**src/wmpi_pkg.sv**
```systemverilog
// ----------------------------------------------------------------------------
// wmpi_pkg
// shared widths, types and codes of the warp map position interpolator
// ----------------------------------------------------------------------------
package wmpi_pkg;

	localparam int TL_W        = 31;
	localparam int SRC_W       = 40;
	localparam int OUT_W       = 56;
	localparam int FRAC_W      = 16;
	localparam int CFG_W       = 7;
	localparam int IDX_W       = 6;
	localparam int MAX_ANCHORS = 64;
	localparam int ADDR_W      = (MAX_ANCHORS > 1) ? $clog2(MAX_ANCHORS) : 1;
	localparam int CNT_W       = $clog2(MAX_ANCHORS + 1);
	localparam int ENTRY_W     = TL_W + SRC_W;
	localparam int PROD_W      = TL_W + SRC_W;
	localparam int SRC_LO_W    = SRC_W / 2;
	localparam int SRC_HI_W    = SRC_W - SRC_LO_W;
	localparam int PLO_W       = TL_W + SRC_LO_W;
	localparam int PHI_W       = TL_W + SRC_HI_W;
	localparam int DIV_STEPS   = OUT_W;
	localparam int DIV_CELLS   = 8;
	localparam int RES_CELL    = (DIV_STEPS - 1) % DIV_CELLS;
	localparam int STEP_W      = $clog2(DIV_STEPS);

	localparam logic OP_WRITE = 1'b0;
	localparam logic OP_QUERY = 1'b1;

	typedef enum logic [3:0] {
		S_IDLE,
		S_FIRST,
		S_LAST,
		S_SEARCH,
		S_LEFT,
		S_RIGHT,
		S_MUL,
		S_DIV,
		S_FIN,
		S_OUT
	} state_t;

	typedef struct packed {
		logic [TL_W-1:0]  rem;
		logic [OUT_W-1:0] bits;
	} div_word_t;

	typedef struct packed {
		logic            start;
		logic [TL_W-1:0] divisor;
		div_word_t       init;
	} div_ctl_t;

endpackage

```
**src/wmpi_div_cell.sv**
```systemverilog
// ----------------------------------------------------------------------------
// wmpi_div_cell
// one restoring division step, registered toward the next cell
// ----------------------------------------------------------------------------
module wmpi_div_cell import wmpi_pkg::*; (
	input  logic            clk,
	input  logic [TL_W-1:0] divisor,
	input  div_word_t       d_in,
	output div_word_t       d_out
);

	logic [TL_W:0] trial;
	logic          ge;
	div_word_t     step;

	always_comb begin
		trial     = {d_in.rem, d_in.bits[OUT_W-1]};
		ge        = trial >= {1'b0, divisor};
		step.rem  = ge ? TL_W'(trial - {1'b0, divisor}) : TL_W'(trial);
		step.bits = {d_in.bits[OUT_W-2:0], ge};
	end

	always_ff @(posedge clk) begin
		d_out <= step;
	end

endmodule

```
**src/wmpi_div_ring.sv**
```systemverilog
// ----------------------------------------------------------------------------
// wmpi_div_ring
// ring of division cells; a word laps the ring until all quotient bits are in
// ----------------------------------------------------------------------------
module wmpi_div_ring import wmpi_pkg::*; (
	input  logic      clk,
	input  div_ctl_t  ctl,
	output div_word_t result
);

	div_word_t cell_in  [DIV_CELLS];
	div_word_t cell_out [DIV_CELLS];

	for (genvar i = 0; i < DIV_CELLS; i++) begin : g_cell
		if (i == 0) begin : g_head
			assign cell_in[i] = ctl.start ? ctl.init : cell_out[DIV_CELLS-1];
		end else begin : g_body
			assign cell_in[i] = cell_out[i-1];
		end
		wmpi_div_cell u_cell (
			.clk     (clk),
			.divisor (ctl.divisor),
			.d_in    (cell_in[i]),
			.d_out   (cell_out[i])
		);
	end

	assign result = cell_out[RES_CELL];

endmodule

```
**config.mk**
```make
export PLATFORM = sky130hd
export DESIGN_NAME = wmpi_div_ring
export DESIGN_NICKNAME = d
export VERILOG_FILES = /design/src/wmpi_pkg.sv /design/src/wmpi_div_cell.sv /design/src/wmpi_div_ring.sv
export SDC_FILE = /design/constraint.sdc
export NUM_CORES = 1
export LEC_CHECK = 0
export BUFFER_PORTS_ARGS = -buffer_cell sky130_fd_sc_hd__buf_2
export CORE_MARGIN = 5
export CORE_UTILIZATION = 39
export CTS_BUF_LIST = sky130_fd_sc_hd__clkbuf_4
export DETAILED_ROUTE_END_ITERATION = 6
export PLACE_DENSITY = 0.63
export SLEW_MARGIN = 15
export SYNTH_ARGS = -nofsm -noshare
export SYNTH_HDL_FRONTEND = slang
export SYNTH_SLANG_ARGS = --single-unit
```
**constraint.sdc**
```tcl
create_clock -name clk -period 6.77 [get_ports clk]
set_clock_uncertainty 0.05 [all_clocks]
set_input_delay 1.0155 -clock clk [delete_from_list [all_inputs] [get_ports clk]]
set_output_delay 1.0155 -clock clk [all_outputs]
set_load 0.02 [all_outputs]
```
**Yosys cells after proc, flatten, opt, wreduce, memory -nomap -nowiden**

Cells that the tools add are included.

- Multiplexer cells: 9
- $add $sub $neg: 8
- Order comparisons: 8

Operators with widths:

| cell | number |
|---|---|
| 32-bit by 31-bit greater-or-equal comparator with 1-bit output | 8 |
| 31-bit two-way mux | 8 |
| 31-bit subtractor | 8 |
| 87-bit two-way mux | 1 |

- Logic and storage cells: 41
- Input bits: 120
- Output and inout port bits: 87
- Flip-flop bits (word level): 696

**Depth between registers and ports, before layout**

- Depth after elaboration: 3
- Mapped depth: 15
- Gate-level depth less buffers: 13

**Modules after synthesis**

Synthesis repeated with hierarchy kept, for this count alone.

- Cells, all modules: 3,414
- Area total of the unflattened synthesis: 32,357.3 µm²

Modules (own cells, without submodules):

| module | cells an instance | times used | area an instance (µm²) |
|---|---|---|---|
| wmpi_div_cell at g_cell[0].u_cell ... | 410 | 5 | 3,821.2 |
| wmpi_div_cell at g_cell[6].u_cell | 410 | 1 | 4,151.5 |
| wmpi_div_cell at g_cell[2].u_cell | 423 | 1 | 4,042.6 |
| wmpi_div_cell at g_cell[3].u_cell | 434 | 1 | 3,883.7 |
| wmpi_div_ring | 97 | 1 | 1,173.6 |

**Least setup slack after synthesis**

Ideal clock, no wire load.

- Path kind: input port to flip-flop
- From: in ctl[118] (netlist bit)
- To: reg g_cell[0].u_cell.d_out[79] (netlist bit)
- Cell stages on the path: 14
- Arrival time: 4,241 ps
- Slack: 2,358 ps
- Library setup time: 121 ps
- Cell sequence: clkbuf_1 clkbuf_1 mux2_2 ha_1 a21oi_1 o21ai_0 or3_1 a211oi_1 or2_2 o21ai_1 a21o_1 a21oi_2 buf_4 mux2_2

RTL lines:

| what | line | text |
|---|---|---|
| start: declaration | wmpi_div_ring.sv:7 | `input div_ctl_t ctl,` |
| end signal: assignment | wmpi_div_cell.sv:24 | `d_out <= step;` |
| end: declaration | wmpi_div_cell.sv:9 | `output div_word_t d_out` |

==> results.txt <==
After detailed routing, the number of vias per cell comes to 5.20. The final hold slack came out at 0.205 ns. The final net count is approximately 3800. The area added between synthesis and finish is 14.3%.

The overall power after layout came out at ~20 mW. The number of buffer cells added on primary ports came out at slightly above 200. In this run the critical register-to-register path is captured at g_cell[4].u_cell.d_out[66]$_DFF_P_. The async set-or-reset flop fraction in the synthesized netlist came out at 0%. The HPWL after detailed placement is 62.6 mm. For this design the ratio of total power to cell area is 563 mW/mm2.

The final routed wire length divided by cell count is 18.1 um. The final setup TNS is 0 ns. Data on the critical path is required at its endpoint by 7.55 ns. The end point of the worst hold path is g_cell[0].u_cell.d_out[51]$_DFF_P_. The xor and xnor area share after synthesis is under 10%. The detailed route wirelength on metal3 is 6.34 mm. The number of enable-type register cells in the synthesized netlist came out at 0.

The endpoint class of the critical path is a flop. The cell sitting at the root of the clock tree is a sky130_fd_sc_hd__clkbuf_4. The portion of netlist area occupied by mux cells is roughly 8%. The number of H-tree levels is 4. The I/O pin total came out at 207. The row count came out at 102.

Setup repair after global routing left no endpoint under its margin. In the routed design, unresolved DRC markers number 0. The number of flip-flops under the largest register name is 696. Synthesis instantiated 79 different standard cells from the library.

The number of nets in the synthesized netlist is 3458. The wire length of the first global-routing pass came out at 127 mm. The initial antenna violation count was 4. The max-slew violation total from the final report was 0. The CTS tree is built. After clock tree synthesis, the repair step resized 0 gates.

The count of clock tree sinks is 696. The via count of the first global-routing pass was around 23000. The path class of the tightest hold or removal check is input port to flop. The number of warnings printed during yosys synthesis is 0.

The worst setup path is launched from an input port. The synthesized netlist devotes approximately 17% of its cell area to compound gates. The maximum count of clock buffers along a single path is 3. The area enclosed by the die boundary is 0.0842 mm2. The die is between 200 and 300 um wide. The detailed route wirelength on metal2 is 36.0 mm. The setup slack of the worst register-to-register path came out at 2.65 ns. Yosys instantiated no cell more often than sky130_fd_sc_hd__dfxtp_1.

The adder-cell share of the synthesized area is about a tenth. Counting every instance in the synthesized netlist gives 3082. The slew of the pin with the lowest slew margin came out at about 1.1 ns.

The startpoint identified for the worst register-to-register timing path is g_cell[3].u_cell.d_out[55]$_DFF_P_. The y dimension of the die is 290 um. The run finished with clean final reports. The worst setup timing slack at the placement stage is 1.43 ns. The congestion estimate from routability-driven global placement came to between 0.9 and 1. The pin count of the biggest net entering global routing came out at 57. By area the synthesized netlist is led by sky130_fd_sc_hd__dfxtp_1, sky130_fd_sc_hd__ha_1, sky130_fd_sc_hd__mux2_2. Measured against its own limit, the worst slew margin works out to 23.2%.

The initial utilization of the core area, before any placement, comes to between 30% and 40%. In this run the most critical hold path is launched from ctl[50]. Clock latency on the worst-skew pair, taken at its later pin, is slightly below 1 ns. The iteration-0 DRC count of the detailed router is 1963. The final period demand of the worst path came out at between 4 and 5 ns.

In this run, synthesis produced a sequential element count of between 600 and 700. The largest family of logic cells by synthesized area is compound AO/OA/AOI/OAI gates. Setup violations remaining at the end of the flow were counted as 0.

The number of setup buffers added after CTS is 0. The overall routed net length is 82.7 mm. The largest registers in the layout are g_cell.u_cell.d_out (696). Across the VDD grid, the largest voltage drop is 0.211 mV. The cell depth of the worst min-delay path came out at 2. The first-pass iteration count of the detailed router is 5. The post-route non-filler standard cell count is about 4600. The area fraction of the dominant cell type after synthesis is between 40 and 50%. The leakage power summed over all cells is 15.4 nW. The simple-gate share of the synthesized area came out at 10.4%. By count the netlist is led by sky130_fd_sc_hd__dfxtp_1, sky130_fd_sc_hd__a21oi_1, sky130_fd_sc_hd__ha_1. The worst setup slack after layout came out at between 2 and 2.5 ns. Counting the buffers created by CTS gives 178. The total via count after detailed routing is 23800. The number of cell instances on the worst register-to-register path came out at 13.

The area of the core region came out at 0.0776 mm2. The global-route congestion overflow total came out at 0. The data arrival time at the worst-slack endpoint is 5.17 ns.

The fraction of the cycle the final worst path needs came out at 65.0%. The largest total area in the synthesized netlist belongs to sky130_fd_sc_hd__dfxtp_1. Static timing analysis puts the maximum clock frequency at 0.227 GHz.

Of all nets on the critical path, the largest fanout is 44. The instance count after placement with tap cells included is 4244. The sequential cell area fraction in the yosys report is 45.5%. Across every metal layer, demand over resource in global routing totals 19.0%. The uppermost signal routing layer after detailed routing is met4. The post-synthesis cell area is 0.0306 mm2. The residual antenna-violating net count after detailed routing is 0. The routed length on met1 is between 30 and 40 mm. The share of final-layout standard cells stronger than drive strength 1 is 20.8%. The clock input transition at the sequential cells of the worst setup and hold paths is around 0.070 ns. The total count of hold-check failures in the final report is 0.

The most used flip-flop cell after synthesis is sky130_fd_sc_hd__dfxtp_1. The cts-stage hold buffer count came out at 0. g_cell.u_cell.d_out holds more flip-flops than any other register.

The worst setup path category is input port to flop. The reported max-cap violation count is 0. The synthesized area divided by synthesized cell count came out at between 9 and 10 um2.
## per-layer routing
| metal | vias up | track usage, % |
|---|---|---|
| met5 | - | 0 |
| met4 | 0 | 6.91 |
| met3 | 143 | 5.28 |
| met2 | 810 | 29.0 |
| met1 | 11000 | 25.8 |
| li1 | 11800 | - |
## critical path, stage by stage
cell                       delay [ns]
sky130_fd_sc_hd__buf_4           0.50
sky130_fd_sc_hd__mux2_2          0.43
sky130_fd_sc_hd__ha_1            0.34
sky130_fd_sc_hd__nand2_1         0.22
sky130_fd_sc_hd__o21ai_0         0.15
sky130_fd_sc_hd__or3_1           0.32
sky130_fd_sc_hd__a211oi_1        0.28
sky130_fd_sc_hd__or2_2           0.22
sky130_fd_sc_hd__o21ai_1         0.10
sky130_fd_sc_hd__a21o_1          0.22
sky130_fd_sc_hd__a21oi_4         0.89
sky130_fd_sc_hd__mux2_2          0.43
## metrics by stage
stage          utilization [%]  area (um2)
2_1_floorplan                -       30600
3_3_place_gp              42.1       32700
3_5_place_dp              42.1       32700
4_1_cts                   45.0       35000
5_1_grt                   45.1       35000
6_report                  45.1       35000
## area by class of cell
class                           count  area [um2]
Antenna cell                       10        25.0
Clock buffer                      262        1970
Clock inverter                     50         334
Fill cell                        7624       42600
Inverter                           99         372
Multi-Input combinational cell   2193       15900
Sequential cell                   696       13900
Tap cell                         1040        1300
Timing Repair Buffer              216        1120
## placed cells by master (no fill, tap or decap), types with 7 or more instances in the layout
| cell | count |
|---|---|
| sky130_fd_sc_hd__a211oi_1 | 29 |
| sky130_fd_sc_hd__a21o_1 | 118 |
| sky130_fd_sc_hd__a21oi_1 | 281 |
| sky130_fd_sc_hd__a31oi_1 | 33 |
| sky130_fd_sc_hd__and3_1 | 26 |
| sky130_fd_sc_hd__buf_2 | 205 |
| sky130_fd_sc_hd__buf_4 | 10 |
| sky130_fd_sc_hd__clkbuf_4 | 262 |
| sky130_fd_sc_hd__clkinv_1 | 28 |
| sky130_fd_sc_hd__dfxtp_1 | 696 |
| sky130_fd_sc_hd__diode_2 | 10 |
| sky130_fd_sc_hd__fa_1 | 8 |
| sky130_fd_sc_hd__ha_1 | 248 |
| sky130_fd_sc_hd__inv_1 | 99 |
| sky130_fd_sc_hd__mux2_2 | 205 |
| sky130_fd_sc_hd__mux2i_1 | 9 |
| sky130_fd_sc_hd__nand2_1 | 192 |
| sky130_fd_sc_hd__nand2b_1 | 21 |
| sky130_fd_sc_hd__nand3_1 | 60 |
| sky130_fd_sc_hd__nand4_1 | 43 |
| sky130_fd_sc_hd__nor2_1 | 208 |
| sky130_fd_sc_hd__nor2b_1 | 34 |
| sky130_fd_sc_hd__nor3_1 | 36 |
| sky130_fd_sc_hd__nor4_1 | 7 |
| sky130_fd_sc_hd__o211ai_1 | 18 |
| sky130_fd_sc_hd__o21a_1 | 41 |
| sky130_fd_sc_hd__o21ai_0 | 184 |
| sky130_fd_sc_hd__o21bai_1 | 22 |
| sky130_fd_sc_hd__o31a_1 | 7 |
| sky130_fd_sc_hd__o31ai_1 | 12 |
| sky130_fd_sc_hd__or3_1 | 9 |
| sky130_fd_sc_hd__xnor2_1 | 130 |
| sky130_fd_sc_hd__xor2_1 | 78 |
## how the worst max path moves through the flow
| stage | from | to | slack, ns |
|---|---|---|---|
| 3_3_place_gp | ctl[118] | g_cell[0].u_cell.d_out[60]$_DFF_P_ | 1.48 |
| 4_1_cts | ctl[118] | g_cell[0].u_cell.d_out[63]$_DFF_P_ | 2.50 |
| 5_1_grt | ctl[118] | g_cell[0].u_cell.d_out[74]$_DFF_P_ | 2.20 |
| 6_report | ctl[118] | g_cell[0].u_cell.d_out[74]$_DFF_P_ | 2.37 |
| 2_1_floorplan | ctl[118] | g_cell[0].u_cell.d_out[79]$_DFF_P_ | 2.36 |
| 3_5_place_dp | ctl[118] | g_cell[0].u_cell.d_out[68]$_DFF_P_ | 1.43 |
## kinds of logic after synthesis
| kind of cell | Yosys count |
|---|---|
| and+or+nand+nor | 677 |
| DFF | 696 |
| muxes | 215 |
| AOI/OAI and AO/OA | 837 |
| xor gates and xnor gates | 208 |
| adders and majority gates | 256 |
| buffers and inverters | 193 |
## power by group
group | internal [mW] | leakage (nW) | switching (mW)
clock network | 1.87 | 1.36 | 1.70
registers | 5.51 | 5.87 | 0.798
logic | 4.23 | 8.19 | 5.61
total | 11.6 | 15.4 | 8.11
Power figures use the tool's default switching activity.
