`src/wmpi_ram.sv`:
```
// ----------------------------------------------------------------------------
// wmpi_ram
// generic single write, single read ram with registered read data
// ----------------------------------------------------------------------------
module wmpi_ram #(
	parameter int WIDTH = 8,
	parameter int DEPTH = 16
) (
	input  logic                     clk,
	input  logic                     we,
	input  logic [$clog2(DEPTH)-1:0] waddr,
	input  logic [WIDTH-1:0]         wdata,
	input  logic                     re,
	input  logic [$clog2(DEPTH)-1:0] raddr,
	output logic [WIDTH-1:0]         rdata
);

	logic [WIDTH-1:0] mem_q [DEPTH];

	always_ff @(posedge clk) begin
		if (we) begin
			mem_q[waddr] <= wdata;
		end
		if (re) begin
			rdata <= mem_q[raddr];
		end
	end

endmodule

```
`config.mk`:
```
export PLATFORM = sky130hd
export DESIGN_NAME = wmpi_ram
export DESIGN_NICKNAME = d
export VERILOG_FILES = /design/src/wmpi_ram.sv
export SDC_FILE = /design/constraint.sdc
export NUM_CORES = 1
export LEC_CHECK = 0
export BUFFER_PORTS_ARGS = -buffer_cell sky130_fd_sc_hd__buf_4
export CORE_UTILIZATION = 55
export DETAILED_ROUTE_END_ITERATION = 10
export GPL_TIMING_DRIVEN = 0
export PLACE_DENSITY = 0.73
export SYNTH_ARGS = -nofsm -noshare
export SYNTH_HDL_FRONTEND = slang
export SYNTH_SLANG_ARGS = --single-unit
```
`constraint.sdc`:
```
create_clock -name clk -period 2.2 [get_ports clk]
set_input_delay 0.44 -clock clk [delete_from_list [all_inputs] [get_ports clk]]
set_output_delay 0.44 -clock clk [all_outputs]
set_load 0.01 [all_outputs]
```
======== Yosys cells after proc, flatten, opt, wreduce, memory -nomap -nowiden ========
Memory sizes are Yosys's and may differ from the RTL's. A register that Yosys moved wholly into a read port is not among the register bits.
Index checks and enable logic that the tools add are counted.
storage, ports and cells
  bits in registers ....................... 0
  bits in latches ......................... 0
  bits in writable memories ............... 128
  bits in read-only memories .............. 0
  output and inout bits ................... 8
  memories ................................ 1
memory list
  name   depth  bits a word  rd ports  clocked after memory_dff  write ports  line  source
  mem_q  16     8            1         1                         1            18    logic [WIDTH-1:0] mem_q [DEPTH];
cells by class
  $add $sub $neg .......................... 0
  multiply operators ...................... 0
  div/mod/pow operators ................... 0
  magnitude comparators ................... 0
  equal/unequal tests ..................... 0
  shifts and indexed selects .............. 0
  multiplexer cells ....................... 2
  bitwise gates (word level) .............. 0
  reductions and logical operators ........ 0
operators by type and width
  cell              number
  2-to-1 mux 1 bit  2

======== Longest topological paths before layout ========
Gate-level depths: netlist of the first run.
  word-level depth ........................ 2
  mapped depth ............................ 5
  gate-level depth less buffers ........... 3

======== Worst setup path before layout of the first run ========
No wires, ideal clock.
  kind .................................... input-to-reg
  start point ............................. in waddr[2]
  end point ............................... mem mem_q[0][0] (enable)
  setup time .............................. 0.383 ns
  arrival ................................. 1.550 ns
  required time ........................... 1.817 ns
  path slack .............................. 0.267 ns
  cell stages on the path ................. 2
  buffers on the path ..................... 0
  cell sequence ........................... or3b_2 -> nor3_1
RTL lines
  element             line  source
  start: declaration  11    input logic [$clog2(DEPTH)-1:0] waddr,
  end: declaration    18
No word-level cell before the write port.

======== Worst setup path in the final report of the first run ========
  start point ............................. in waddr[2]
  end point ............................... mem mem_q[8][3] (enable)
No word-level cell before the write port.

==> results_dict.tcl, run 1 <==
set metrics [dict create \
    hold_viol 0 \
    criticalPathCategory "input pin to flip-flop" \
    routed_via_density 5.93 \
    power_leakage_uw 0.00202 \
    crit_slowest_cell "nor3_1" \
    cts_tree "done" \
    use_met1_pct 30.4 \
    powerDensity_nw_per_um2 930 \
    port_buffers 25 \
    area_growth_syn_to_layout_pct 16.6 \
    tns_ns 0 \
    pin_count 27 \
    drt-initial-drc-count 237 \
    num_antenna_cells 0 \
    relSlewSlack_pct 17.7 \
    start_kind "input pin" \
    routedWlPerCell_microns 23.3 \
    core_sq_um 9240 \
    clock-sinks 136 \
    rsz0062_at_grt "false" \
    critical-path-top-delay-family "simple AND/OR/NAND/NOR gates" \
    max-vdd-ir-drop_mv 0.508 \
    synth.ff_latch_count 136 \
    die_height_microns 99.5 \
    holdCritPathClass "input pin to flip-flop" \
    postRouteAntennaNets 0 \
    use_met2_pct 33.9 \
    cp.required_ns 2.32 \
    drc 0 \
    fin_crit_ns 1.66 \
    holdBufCountCts 0 \
    initial_core_util_pct 56.6 \
    grt_pass1_wl_mm 14.6 \
    cp_max_fo 8 \
    synth_area_sq_um 5230 \
    cts_setup_buffers 0 \
    syn_inst 229 \
    postCtsResizedCells 0 \
    root_buffer "clkbuf_8" \
    grt_usage_pct 22.0 \
    setup_viol 0 \
    use_met3_pct 6.18 \
    htreeDepth 4 \
    fin_skew_ns 0.00381 \
    final_nets 293 \
    max_cap_viol_count 0 \
    vias 2467 \
    grt_max_degree 17 \
    clk_pin_slew_ns 0.06 \
    clock_latency_ns 0.51 \
    crit_arrival_ns 1.78 \
    overflow 0 \
    status "finished clean" \
    synth_area_per_cell_sq_um 22.8 \
    post-route-period-util_pct 75.6 \
    crit_path_cell_trace "buf_4, nand3b_1, nor3_1" \
    totalWireLength_mm 9.69 \
    ys_seq_area_share_pct 78.1 \
    clock.fmax_ghz 0.601 \
    slew_viol_final 0 \
    die-width_microns 99.5 \
    synth_cell_types 18 \
    drt_pass1_iterations 4 \
    busiest_layer "met2" \
    syn_nets 248 \
    worst_setup_path_end_kind "flip-flop" \
    post-route-util_pct 66.0 \
    antenna_found_initial 0 \
    cp_num_buf_inv 1 \
    die-area_sq_um 9900 \
    rows 35 \
    cts_buffers 17 \
    worst_slew_pin_slew_ns 1.23 \
    gp_congestion 0.736 \
    grt_pass1_vias 2485 \
    clk_path_buf_depth 2 \
    drive_gt1_share_pct 27.9 \
    dpl.hpwl_mm 6.02 \
    synth_warnings 0 \
    cp_slowest_stage_delay_ns 0.98 \
]
placed cells by master (no fill, tap or decap), drive strengths merged:
cell type and n:
or3b 1, and2b 1, nor2b 1, nand2b 2
nand2 9, and2 1, buf 32, mux4 32
clkinvlp 3, clkdlybuf4s25 3, bufinv 1, nand3b 2
edfxtp 136, a22oi 16, nand3 1, nor3 4
clkinv 6, clkbuf 23, nor2 13
final cells by class:
class,count,area (sq um)
sequential,136,4080
fill,585,3140
multi-input combinational,83,1060
clock buffer,22,433
timing repair buffer,26,195
tap,129,161
buffer,10,86.3
clock inverter,10,80.1
worst paths after layout:
kind              cells after the start    startpoint  slack [ns]          end
setup / recovery                      3      waddr[2]        0.54  mem_q[8][3]
setup reg to reg                      3   mem_q[5][0]        0.64     rdata[0]
hold reg to reg                       3  mem_q[10][2]        0.76     rdata[2]
hold / removal                        1            re        0.21     rdata[0]
power by group:
part           switching, uW  internal (uW)
sequential              13.4           2920
combinational            163            128
clock                    964           1480
metrics by stage:
step | hold slack [ns] | std cells | instance area [sq um] | setup WS, ns | total power (uW)
floorplan | 0.539 | 229 | 5230 | 0.267 | 3140
global placement | 0.719 | 383 | 5580 | -0.309 | 3270
detailed placement | 0.731 | 383 | 5580 | -0.367 | 3280
CTS | 0.194 | 415 | 6090 | 0.174 | 5700
global route | 0.193 | 416 | 6100 | 0.449 | 5830
finish | 0.210 | 416 | 6100 | 0.536 | 5670
registers in the layout, indices dropped and copies added (netlist names):
register,count
mem_q,128
rdata,8
cells in the mapped netlist:
master | n | share of area, %
buf_4 | 1 | 0.14
and2_1 | 1 | 0.12
or3b_2 | 1 | 0.17
clkdlybuf4s25_2 | 3 | 0.57
nand2b_1 | 2 | 0.24
buf_2 | 3 | 0.29
mux4_2 | 18 | 7.8
buf_6 | 3 | 0.65
nand2_1 | 9 | 0.65
a22oi_1 | 16 | 2.3
nand3_1 | 1 | 0.096
and2b_1 | 1 | 0.14
mux4_1 | 14 | 7.0
nand3b_1 | 2 | 0.29
nor3_1 | 4 | 0.38
nor2b_1 | 1 | 0.12
edfxtp_1 | 136 | 78
nor2_1 | 13 | 0.93
routing by layer:
metal  share of wire, %  vias to the layer above
met5                  0                        -
met4                1.2                        0
met3                6.9                       12
met2                 50                       93
met1                 42                     1290
li1                   -                     1072
logic make-up (layout without fill, tap and decap cells):
| logic type | count (synthesis) | in the layout | synth area share, % |
|---|---|---|---|
| DFF | 136 | 136 | 78.1 |
| and+or+nand+nor | 35 | 35 | 3.14 |
| buffers and inverters | 10 | 68 | 1.65 |
| AOI/OAI and AO/OA | 16 | 16 | 2.30 |
| muxes | 32 | 32 | 14.8 |
(Power assumes the default switching activity.)
==> inputs of run 2 (changes only) <==
==> constraint.sdc (replaced) <==
create_clock -name clk -period 1.7 [get_ports clk]
set_input_delay 0.34 -clock clk [delete_from_list [all_inputs] [get_ports clk]]
set_output_delay 0.34 -clock clk [all_outputs]
set_load 0.01 [all_outputs]
==> run 2 against run 1 <==
Combinational power is 30% higher. Register-to-register slack lost 0.48 ns. Clock power is 41% higher. First-iteration DRC count down 1.3%. Largest power group unchanged. Highest routed layer unchanged.
==> results_dict.tcl, run 2 (synthesis results as in run 1) <==
set metrics [dict create \
    setup_slack_ns 0.0466 \
    final_common_cell "edfxtp_1" \
    top_layer_used "met4" \
    fin_crit_ns 1.65 \
    worst_setup_path_end_kind "flip-flop" \
    clock.fmax_ghz 0.605 \
    crit_path_cell_trace "buf_4, nand3b_1, nor3_1" \
    swShare_pct 19.3 \
    whs_ns 0.100 \
    fill_cells 561 \
    dpl.hpwl_mm 5.97 \
    worst_slew_pin_slew_ns 1.33 \
    grt_pass1_vias 2475 \
    clk_path_buf_depth 2 \
    cp_num_buf_inv 1 \
    start_kind "input pin" \
    die_height_microns 99.5 \
    routedLengthMet1_mm 3.90 \
    rsz0062_at_grt "false" \
    num_antenna_cells 0 \
    p_sw_uw 1480 \
    totalWireLength_mm 9.71 \
    top_regs "mem_q (128), rdata (8)" \
    htreeDepth 4 \
    die-width_microns 99.5 \
    crit_slowest_cell "nor3_1" \
    setup_viol 0 \
    clock_latency_ns 0.51 \
    drc 0 \
    post-route-period-util_pct 97.3 \
    holdBufCountCts 0 \
    rows 35 \
    postRouteAntennaNets 0 \
    routed_via_density 6.01 \
    status "finished clean" \
    met2_wirelength_mm 5.05 \
    seq_power_share_pct 49.8 \
    area_growth_syn_to_layout_pct 17.5 \
    vias 2496 \
    drt_pass1_iterations 5 \
    cp_slowest_stage_delay_ns 1.06 \
    pin_count 27 \
    p_int_uw 6150 \
    die-area_sq_um 9900 \
    fin_skew_ns 0.00616 \
    crit_arrival_ns 1.77 \
    design_area_sq_um 6140 \
    cts_tree "done" \
    cts_setup_buffers 0 \
    slew_viol_final 0 \
    power.share.clock_pct 45.2 \
    pre_cts_slack_ns -0.404 \
    grt_usage_pct 21.5 \
    antenna_found_initial 0 \
    powerDensity_nw_per_um2 1240 \
    final_cell_mix "136 x edfxtp_1, 26 x buf_4, 18 x mux4_2, 16 x a22oi_1, 16 x clkbuf_16" \
    wl_met3_microns 677 \
    clk_pin_slew_ns 0.06 \
    initial_core_util_pct 56.6 \
    final_nets 292 \
    hold_viol 0 \
    holdCritPathClass "input pin to flip-flop" \
    overflow 0 \
    grt_max_degree 17 \
    max-vdd-ir-drop_mv 0.832 \
    drive_gt1_share_pct 27.6 \
    gp_congestion 0.737 \
    power_leakage_uw 0.00204 \
    grt_pass1_wl_mm 14.3 \
    cp.required_ns 1.82 \
    port_buffers 25 \
    cts_buffers 17 \
    core_sq_um 9240 \
    top_register "mem_q" \
    largest_reg_flops 128 \
    drt-initial-drc-count 234 \
    cp_max_fo 8 \
    clock-sinks 136 \
    pwr-share-comb_pct 5.0 \
    criticalPathCategory "input pin to flip-flop" \
    postCtsResizedCells 0 \
    max_cap_viol_count 0 \
    dpl_cell_area_sq_um 5580 \
    critical-path-top-delay-family "simple AND/OR/NAND/NOR gates" \
    relSlewSlack_pct 10.9 \
    routedWlPerCell_microns 23.4 \
    tns_ns 0 \
    root_buffer "clkbuf_8" \
]
run 2: cell count changes in the layout (fill, tap and decap cells not counted):
cell        before  now
nor3_1           4    3
nor3_2           0    1
clkbuf_1         5    4
bufinv_16        1    3
clkbuf_4         1    0
clkinv_1         2    4
clkinv_2         4    2
clkinvlp_4       3    2
run 2: metrics by stage:
step | utilization (%) | std cells | total power, uW
floorplan | - | 229 | 4060
global placement | 60.4 | 383 | 4230
detailed placement | 60.4 | 383 | 4240
CTS | 66.5 | 415 | 7650
global route | 66.5 | 415 | 7800
finish | 66.5 | 415 | 7630
run 2: final timing paths:
path / endpoint / depth (start not counted) / slack (ns) / start
hold reg to reg: rdata[1] / 3 / 0.77 / mem_q[8][1]
setup reg to reg: rdata[0] / 3 / 0.16 / mem_q[5][0]
setup / recovery: mem_q[8][6] / 3 / 0.05 / waddr[2]
hold / removal: rdata[3] / 1 / 0.10 / re
run 2: worst register-to-register path, cell delays in order, from the launching register on:
cell      delay (ns)
edfxtp_1        0.36
mux4_1          0.56
a22oi_1         0.25
nand2_1         0.11
run 2: area by class of cell:
class | count | area, sq um | area share [%]
Buffer | 10 | 86.3 | 1.41
Clock buffer | 21 | 429 | 6.99
Clock inverter | 11 | 130 | 2.12
Multi-Input combinational cell | 83 | 1060 | 17.3
Sequential cell | 136 | 4080 | 66.5
Tap cell | 129 | 161 | 2.63
Timing Repair Buffer | 25 | 188 | 3.06
run 2: power by group through the flow:
stage	registers [uW]	clock network, uW	logic, uW
finish	3800	3450	380
global route	3800	3600	402
CTS	3800	3470	381
detailed placement	3870	0	377
global placement	3860	0	368
floorplan	3870	0	191
run 2: routing by layer:
layer | GRT usage (%) | vias up
met5 | 0 | -
met2 | 35.1 | 122
li1 | - | 1070
met3 | 5.83 | 8
met4 | 7.92 | 0
met1 | 28.2 | 1296
==> inputs of run 3 (changes only) <==
--- a/config.mk
+++ b/config.mk
@@ -6,10 +6,9 @@
 export NUM_CORES = 1
 export LEC_CHECK = 0
 export BUFFER_PORTS_ARGS = -buffer_cell sky130_fd_sc_hd__buf_4
-export CORE_UTILIZATION = 55
+export CORE_UTILIZATION = 33
 export DETAILED_ROUTE_END_ITERATION = 10
 export GPL_TIMING_DRIVEN = 0
-export PLACE_DENSITY = 0.73
 export SYNTH_ARGS = -nofsm -noshare
 export SYNTH_HDL_FRONTEND = slang
 export SYNTH_SLANG_ARGS = --single-unit
==> run 3 against run 2 <==
Core utilization fell by 25 points. Via count is 4.5% lower. Critical path depth stayed put.
==> results_dict.tcl, run 3 (synthesis results as in run 1) <==
set metrics [dict create \
    crit_arrival_ns 1.67 \
    holdBufCountCts 0 \
    whs_ns 0.208 \
    num_antenna_cells 0 \
    rrSetupSlack_ns 0.12 \
    multi_input_area_sq_um 1070 \
    clk_pin_slew_ns 0.06 \
    slew_viol_final 0 \
    fin_skew_ns 0.00644 \
    power.share.clock_pct 48.4 \
    root_buffer "clkbuf_16" \
    die_height_microns 128 \
    rsz0062_at_grt "false" \
    p_sw_uw 1580 \
    final_common_cell "edfxtp_1" \
    start_kind "input pin" \
    core_sq_um 15300 \
    grt_pass1_wl_mm 15.1 \
    holdCritPathClass "input pin to flip-flop" \
    final_nets 292 \
    fin_crit_ns 1.64 \
    hold_viol 0 \
    top_register "mem_q" \
    design_area_sq_um 6330 \
    cts_setup_buffers 0 \
    holdPathEnd "rdata[7]" \
    grt_max_degree 17 \
    clock.fmax_ghz 0.609 \
    cp_max_fo 8 \
    cp.required_ns 1.73 \
    cts_tree "done" \
    seq_power_share_pct 46.8 \
    setup_viol 0 \
    largest_reg_flops 128 \
    die-area_sq_um 16300 \
    post-route-period-util_pct 96.6 \
    grt_usage_pct 13.4 \
    setup_slack_ns 0.0577 \
    drt_pass1_iterations 4 \
    powerDensity_nw_per_um2 1280 \
    reg2reg_from "mem_q[2][7]" \
    regArea_sq_um 4080 \
    rr_worst_depth 3 \
    rows 45 \
    drc 0 \
    hp-start "re" \
    worst_setup_path_end_kind "flip-flop" \
    totalWireLength_mm 10.3 \
    dpl_cell_area_sq_um 5680 \
    postCtsResizedCells 1 \
    p_int_uw 6530 \
    antenna_found_initial 0 \
    die-width_microns 128 \
    post-route-util_pct 41.3 \
    clock-sinks 136 \
    criticalPathCategory "input pin to flip-flop" \
    clk_path_buf_depth 2 \
    area_growth_syn_to_layout_pct 21.1 \
    instances_no_fill 496 \
    final_cell_mix "136 x edfxtp_1, 26 x buf_4, 18 x mux4_2, 17 x clkbuf_16, 16 x a22oi_1" \
    gp_congestion 0.702 \
    max-vdd-ir-drop_mv 0.785 \
    postRouteAntennaNets 0 \
    top_regs "mem_q (128), rdata (8)" \
    pwr-share-comb_pct 4.8 \
    pin_count 27 \
    port_buffers 25 \
    power_leakage_uw 0.00209 \
    htreeDepth 4 \
    vias 2383 \
    clock_latency_ns 0.41 \
    grt_pass1_vias 2453 \
    min_path_cells 1 \
    worst_slew_pin_slew_ns 1.11 \
    drive_gt1_share_pct 30.9 \
    max_cap_viol_count 0 \
    fill_cells 1357 \
    swShare_pct 19.4 \
    routed_via_density 4.80 \
    initial_core_util_pct 34.1 \
    status "finished clean" \
    relSlewSlack_pct 25.5 \
    pre_cts_slack_ns -0.473 \
    overflow 0 \
    r2r-end "rdata[7]" \
    drt-initial-drc-count 181 \
    placedCellCount 465 \
    dpl.hpwl_mm 6.56 \
    routedWlPerCell_microns 20.7 \
    cts_buffers 17 \
]
## run 3: cell types whose count changed in the layout (fill, tap and decap cells not counted), sizes merged
cell      previous run  this run
bufinv               3         5
clkinv               6         7
clkbuf              21        18
clkinvlp             2         1
## run 3: layout make-up
cell class	instances	share of cell area (%)
multi-input combinational	83	17.0
tap	211	4.17
clock buffer	18	6.78
timing repair buffer	25	2.97
buffer	10	1.36
sequential	136	64.5
clock inverter	13	3.22
## run 3: worst max-delay path, cell delays in order
cell,delay (ns)
buf_4,0.12
or3b_2,0.55
nor2_1,0.66
## run 3: per-stage QoR
| step | power (uW) | TNS [ns] |
|---|---|---|
| floorplan | 4060 | 0 |
| global placement | 4240 | -23.43 |
| detailed placement | 4260 | -24.16 |
| CTS | 8150 | 0 |
| global route | 8300 | 0 |
| finish | 8110 | 0 |
## run 3: how the worst max path moves through the flow
stage	startpoint	endpoint	depth (start not counted)
floorplan	raddr[0]	rdata[1]	5
global placement	waddr[2]	mem_q[8][3]	3
detailed placement	waddr[2]	mem_q[8][3]	3
CTS	waddr[2]	mem_q[3][3]	3
global route	waddr[3]	mem_q[4][6]	3
finish	waddr[2]	mem_q[2][3]	3
## run 3: layer usage
metal / share of wire, % / wire length, microns / vias up / GRT usage [%]
li1: - / - / 1067 / -
met1: 47 / 4870 / 1233 / 18.2
met2: 48 / 4920 / 72 / 20.9
met3: 4.1 / 421 / 11 / 3.63
met4: 0.76 / 78 / 0 / 4.57
met5: 0 / 0 / - / 0
## run 3: power by group through the flow
stage	sequential (uW)	combinational, uW	clock, uW
final	3800	389	3920
after CTS	3800	392	3960
after detailed placement	3870	391	0
after floorplan	3870	191	0
after global routing	3800	415	4090
after global placement	3860	380	0
